==> src/design/etci_pkg.sv <==
package etci_pkg;

  localparam int FracBitsDef   = 26;
  localparam int CoordWidthDef = 32;
  localparam int CntW          = 16;
  localparam int AddrW         = 3;
  localparam int DataW         = 32;

  localparam logic [CntW-1:0] MaxIterRst = 16'd64;

  // Multiplier step selects for the two shared multipliers
  localparam logic [1:0] MUL_SQ     = 2'd0;  // re*re, im*im
  localparam logic [1:0] MUL_TRIPLE = 2'd1;  // 3re*im, 3re*re
  localparam logic [1:0] MUL_CUBE   = 2'd2;  // a2*re, b2*im
  localparam logic [1:0] MUL_CROSS  = 2'd3;  // s1*im, s2*im

  typedef struct packed {
    logic       load_start;
    logic       mul_en;
    logic [1:0] mul_op;
    logic       update;
    logic       load_out;
  } cmd_t;

  typedef struct packed {
    logic stop;     // outside the box or count at bound
    logic esc_mag;  // |z|^2 >= 4
    logic fixed;    // step left z unchanged
  } sts_t;

endpackage

==> src/design/etci_ctrl.sv <==
module etci_ctrl
  import etci_pkg::*;
(
  input  logic clk_i,
  input  logic rst_ni,
  input  logic in_valid_i,
  output logic in_stall_o,
  output logic out_valid_o,
  input  logic out_stall_i,
  input  sts_t sts_i,
  output cmd_t cmd_o
);

  localparam logic [2:0] S_IDLE = 3'd0;
  localparam logic [2:0] S_M1   = 3'd1;
  localparam logic [2:0] S_M2   = 3'd2;
  localparam logic [2:0] S_M3   = 3'd3;
  localparam logic [2:0] S_M4   = 3'd4;
  localparam logic [2:0] S_UPD  = 3'd5;
  localparam logic [2:0] S_DONE = 3'd6;

  logic [2:0] state_q, state_d;
  logic       out_valid_q, out_valid_d;

  always_comb begin
    state_d = state_q;
    cmd_o   = '0;
    cmd_o.mul_op = MUL_SQ;
    unique case (state_q)
      S_IDLE: begin
        if (in_valid_i) begin
          cmd_o.load_start = 1'b1;
          state_d = S_M1;
        end
      end
      S_M1: begin
        if (sts_i.stop) begin
          state_d = S_DONE;
        end else begin
          cmd_o.mul_en = 1'b1;
          cmd_o.mul_op = MUL_SQ;
          state_d = S_M2;
        end
      end
      S_M2: begin
        if (sts_i.esc_mag) begin
          state_d = S_DONE;
        end else begin
          cmd_o.mul_en = 1'b1;
          cmd_o.mul_op = MUL_TRIPLE;
          state_d = S_M3;
        end
      end
      S_M3: begin
        cmd_o.mul_en = 1'b1;
        cmd_o.mul_op = MUL_CUBE;
        state_d = S_M4;
      end
      S_M4: begin
        cmd_o.mul_en = 1'b1;
        cmd_o.mul_op = MUL_CROSS;
        state_d = S_UPD;
      end
      S_UPD: begin
        cmd_o.update = 1'b1;
        state_d = sts_i.fixed ? S_DONE : S_M1;
      end
      S_DONE: begin
        // wait for the output register to free up
        if (!out_valid_q || !out_stall_i) begin
          cmd_o.load_out = 1'b1;
          state_d = S_IDLE;
        end
      end
      default: begin
        state_d = S_IDLE;
      end
    endcase
  end

  assign out_valid_d = cmd_o.load_out | (out_valid_q & out_stall_i);

  always_ff @(posedge clk_i or negedge rst_ni) begin
    if (!rst_ni) begin
      state_q     <= S_IDLE;
      out_valid_q <= 1'b0;
    end else begin
      state_q     <= state_d;
      out_valid_q <= out_valid_d;
    end
  end

  assign in_stall_o  = (state_q != S_IDLE);
  assign out_valid_o = out_valid_q;

endmodule

==> config.mk <==
export PLATFORM = sky130hd
export DESIGN_NAME = etci_ctrl
export DESIGN_NICKNAME = d
export VERILOG_FILES = /design/src/design/etci_pkg.sv /design/src/design/etci_ctrl.sv
export SDC_FILE = /design/constraint.sdc
export NUM_CORES = 1
export LEC_CHECK = 0
export ABC_AREA = 0
export BUFFER_PORTS_ARGS = -buffer_cell sky130_fd_sc_hd__buf_2
export CORE_AREA = 3 3 40 42
export DETAILED_ROUTE_END_ITERATION = 7
export DIE_AREA = 0 0 43 45
export PLACE_DENSITY = 0.45
export SLEW_MARGIN = 20
export SYNTH_ARGS = -nofsm -noshare
export SYNTH_HDL_FRONTEND = slang
export SYNTH_SLANG_ARGS = --single-unit
==> constraint.sdc <==
create_clock -name clk_i -period 2 [get_ports clk_i]
set_input_delay 0.3 -clock clk_i [delete_from_list [all_inputs] [get_ports clk_i]]
set_output_delay 0.3 -clock clk_i [all_outputs]
set_load 0.02 [all_outputs]
# ---- Word-level counts from Yosys, hierarchy flattened
# Index checks and enable logic that the tools add are counted.
dict set report totals {
  regBits 4
  ramBits 0
  mem_bits_ro 0
  mem_count 0
  in_bits 7
  word_cells 32
  latch_bits 0
}
dict set report classes {
  multipliers 0
  addsub 0
  bitwise_logic 2
  shifts 0
  muxes 14
  n_lt_le_gt_ge 0
  reduce_logical 6
  eq_ne 8
  div_mod_pow 0
}
# cell n
set ops {}
lappend ops {{two-way mux 3 bit} 7}
lappend ops {{one-hot mux 3 bit (7 select lines)} 1}
lappend ops {{one-hot mux 3 bit (4 select lines)} 1}
lappend ops {{== test 3 bit (second input constant)} 3}
lappend ops {{== test 3 x 2 -> 1 bit (second input constant)} 2}
lappend ops {{two-way mux 1 bit} 5}
lappend ops {{inequality test 2 bit (second input constant)} 2}
lappend ops {{== test 3 x 1 -> 1 bit (second input constant)} 1}
lappend ops {{logical NOT 3 bit} 1}
lappend ops {{nonzero test 3 bit} 1}
lappend ops {{logical NOT 1 bit} 2}
lappend ops {{AND reduction 2 bit} 1}
lappend ops {{bitwise AND 1 bit} 1}
lappend ops {{logical OR 1 bit} 1}
lappend ops {{OR 1 bit} 1}

# ---- Longest topological paths before layout
dict set report depth {
  depth_word 5
  mapped_depth 4
  mapped_depth_nobuf 3
}

# ---- Worst setup path before layout
# No wires, ideal clock.
dict set report synth_timing {
  path_kind {flip-flop to output port}
  startpoint {register state_q[0]}
  endpoint {output cmd_o[5] (netlist name)}
  stages_incl_launch_ff 4
  path_buffers 1
  t_arrival_ns 1.210
  slack_ns 0.490
  cell_sequence {dfrtp_1 buf_6 or3_4 nor2_1}
}
# item line
set synth_lines {}
lappend synth_lines {{start: declaration} etci_ctrl.sv:22} ;# logic [2:0] state_q, state_d;
lappend synth_lines {{start signal: assignment} etci_ctrl.sv:88} ;# state_q <= state_d;
lappend synth_lines {{end: declaration} etci_ctrl.sv:11} ;# output cmd_t cmd_o

==> impl_metrics.py <==
metrics = {
    "status": {
        "status": "complete, no violations",
    },
    "synthesis": {
        "yosysWarnings": 0,
        "syn-num-nets": 46,
        "ys_seq_area_share_pct": 33.1,
        "ys_ff_latch": 4,
        "ys_types": 20,
        "syn_avg_cell_area_um2": 7.76,
        "syn_inst": 39,
        "synth_area_um2": 303,
    },
    "clock_tree": {
        "cts.sinks": 4,
        "cts_root_buffer": "clkbuf_4",
        "cts_tree": "done",
        "cts_made_buffers": 3,
        "htreeDepth": 1,
        "path_clk_slew_ns": 0.03,
        "cts_buffer_depth": 2,
        "insertion_delay_ns": 0.23,
    },
    "floorplanning": {
        "fp.dieH_um": 45,
        "die_x_um": 43,
        "core_um2": 1280,
        "ios": 15,
        "die_area_um2": 1940,
        "initial_core_util_pct": 23.6,
        "rows": 13,
    },
    "cells_and_area": {
        "utilization_pct": 31.4,
        "multi_input_area_um2": 170,
        "seq_area_um2": 100,
        "nets": 63,
        "num-fill-cells": 144,
        "drive_above_1_share_pct": 35.2,
        "syn_to_final_growth_pct": 33.1,
        "diodes": 0,
    },
    "timing": {
        "fin_crit_sh_pct": 91.6,
        "rsz0062_at_grt": "no",
        "maxSlewViolCount": 0,
        "max_freq_mhz": 546,
        "setup_viol": 0,
        "post-route-min-period_ns": 1.83,
        "worst_pin_slew_ns": 0.396,
        "finClkSkew_ns": 0.00632,
        "hold_viol_final": 0,
        "fin_setup_tns_ns": 0,
        "slew_headroom_pct": 73.6,
        "timing.hold.ws_ns": 0.337,
    },
    "global_routing": {
        "grt_antenna_before_repair": 0,
        "grt_max_degree": 17,
        "first_global_vias": 296,
        "overflow": 0,
        "track_usage_pct": 7.93,
        "grt_pass1_wl_um": 1150,
    },
    "power": {
        "ir_worst_vdd_uv": 649,
        "power_uw": 707,
        "leakage_uw": 0.000208,
        "power.density_nw_per_um2": 1750,
    },
    "placement": {
        "port_buffers": 14,
        "dp_hpwl_um": 532,
        "finalWeightedCongestion": 0.745,
    },
    "detailed_routing": {
        "routed_wl_um": 674,
        "final_antenna_net_count": 0,
        "drc": 0,
        "drt_iter0_drc": 3,
        "firstDrtPassIters": 4,
        "via_per_inst": 4.48,
        "wl_per_cell_um": 9.77,
        "vias": 309,
    },
    "job": {
        "drv_cap": 0,
    },
    "setup_path": {
        "worstRegToRegCells": 2,
        "slowest_delay_ns": 0.57,
        "crit_type": "flip-flop to output port",
        "critical_path.max_fanout": 16,
        "crit_arrival_ns": 1.53,
        "cp_slowest_cell": "dfrtp_1",
        "crit_required_ns": 1.70,
        "cp_cell_sequence": "or3b_1, a21oi_1, buf_2",
        "critPathLaunchType": "flip-flop",
        "end_kind": "output port",
    },
    "worst_hold_path": {
        "hold_path.class": "input pin to flip-flop",
        "whs_path_depth": 3,
    },
}
==> synth_stat cells (all sizes together) <==
cell,instances,share of area (%)
nor2b,1,2.1
a31o,1,2.9
nor3,1,1.7
a21oi,5,8.3
nor2,4,5.0
or3,1,3.7
mux2,1,3.7
o21ai,2,3.3
dfrtp,4,33
o22ai,2,4.1
buf,3,7.0
inv,3,3.7
nand3,1,1.7
or3b,1,2.9
nand2b,2,4.1
nand3b,1,2.5
a21boi,1,2.5
nand2,4,5.0
a2bb2oi,1,2.9
==> report_power, final <==
part	internal [uW]	switching, uW
sequential	120	95.6
clock	67.1	32.4
combinational	179	212
==> critical path, delay by kind of cell, from the launching register on <==
kind | cells | cell delay [ns]
flops | 1 | 0.57
simple gates | 1 | 0.41
buf+inv | 1 | 0.17
compound gates | 1 | 0.14
==> cell families after synthesis <==
group                  Yosys count  share of synthesized area, %
DFF                              4                          33.1
and+or+nand+nor                 16                          28.5
muxes                            1                          3.72
buffers and inverters            6                          10.7
AOI/OAI and AO/OA               12                          24.0
==> final cells by class <==
class                      instances  area share, %
multi-input combinational         29           42.2
inverter                           3           2.80
tap                               15           4.66
clock buffer                       3           5.59
timing repair buffer              15           19.9
sequential                         4           24.8
==> state kept, by name, summed over array words and instances, names as in the netlist <==
signal,count
state_q,3
out_valid_o,1
==> through the flow <==
step | std cells | worst slack (ns) | cell area, um2
after floorplan | 39 | 0.490 | 303
after global placement | 65 | 0.435 | 370
after detailed placement | 65 | 0.408 | 370
after CTS | 69 | 0.154 | 403
after global routing | 69 | 0.0491 | 403
final | 69 | 0.168 | 403
==> worst paths after layout <==
check / from / to / slack (ns)
setup / recovery: state_q[1] / cmd_o[2] / 0.17
hold / removal: out_stall_i / out_valid_o / 0.34
setup reg to reg: state_q[1] / state_q[0] / 0.76
hold reg to reg: out_valid_o / out_valid_o / 0.54
max in group asynchronous: rst_ni / state_q[1] / 1.48
min in group asynchronous: rst_ni / state_q[2] / 0.40
==> per-layer routing <==
layer	track usage [%]	part of all wire, %	vias to the layer above
met3	4.78	4.0	0
li1	-	-	166
met4	0	0	0
met5	0	0	-
met1	9.22	51	138
met2	13.5	45	5
==> layout by cell type, fill, tap and decap left out, drive strengths merged, types with 2 or more instances in the layout <==
cell type  synthesis  layout
nor2               4       4
dfrtp              4       4
clkbuf             0       3
o22ai              2       2
nand2              4       4
inv                3       3
a21oi              5       5
o21ai              2       2
nand2b             2       2
buf                3      14
==> repair_timing <==
| action | CTS | global route |
|---|---|---|
| setup buffers | 0 | 0 |
| resized for setup | 0 | 0 |
| setup endpoints to repair | 0 | 0 |
| endpoints found under the hold margin | 4 | 0 |
| hold buffers | 1 | 0 |
(Power assumes the default switching activity.)
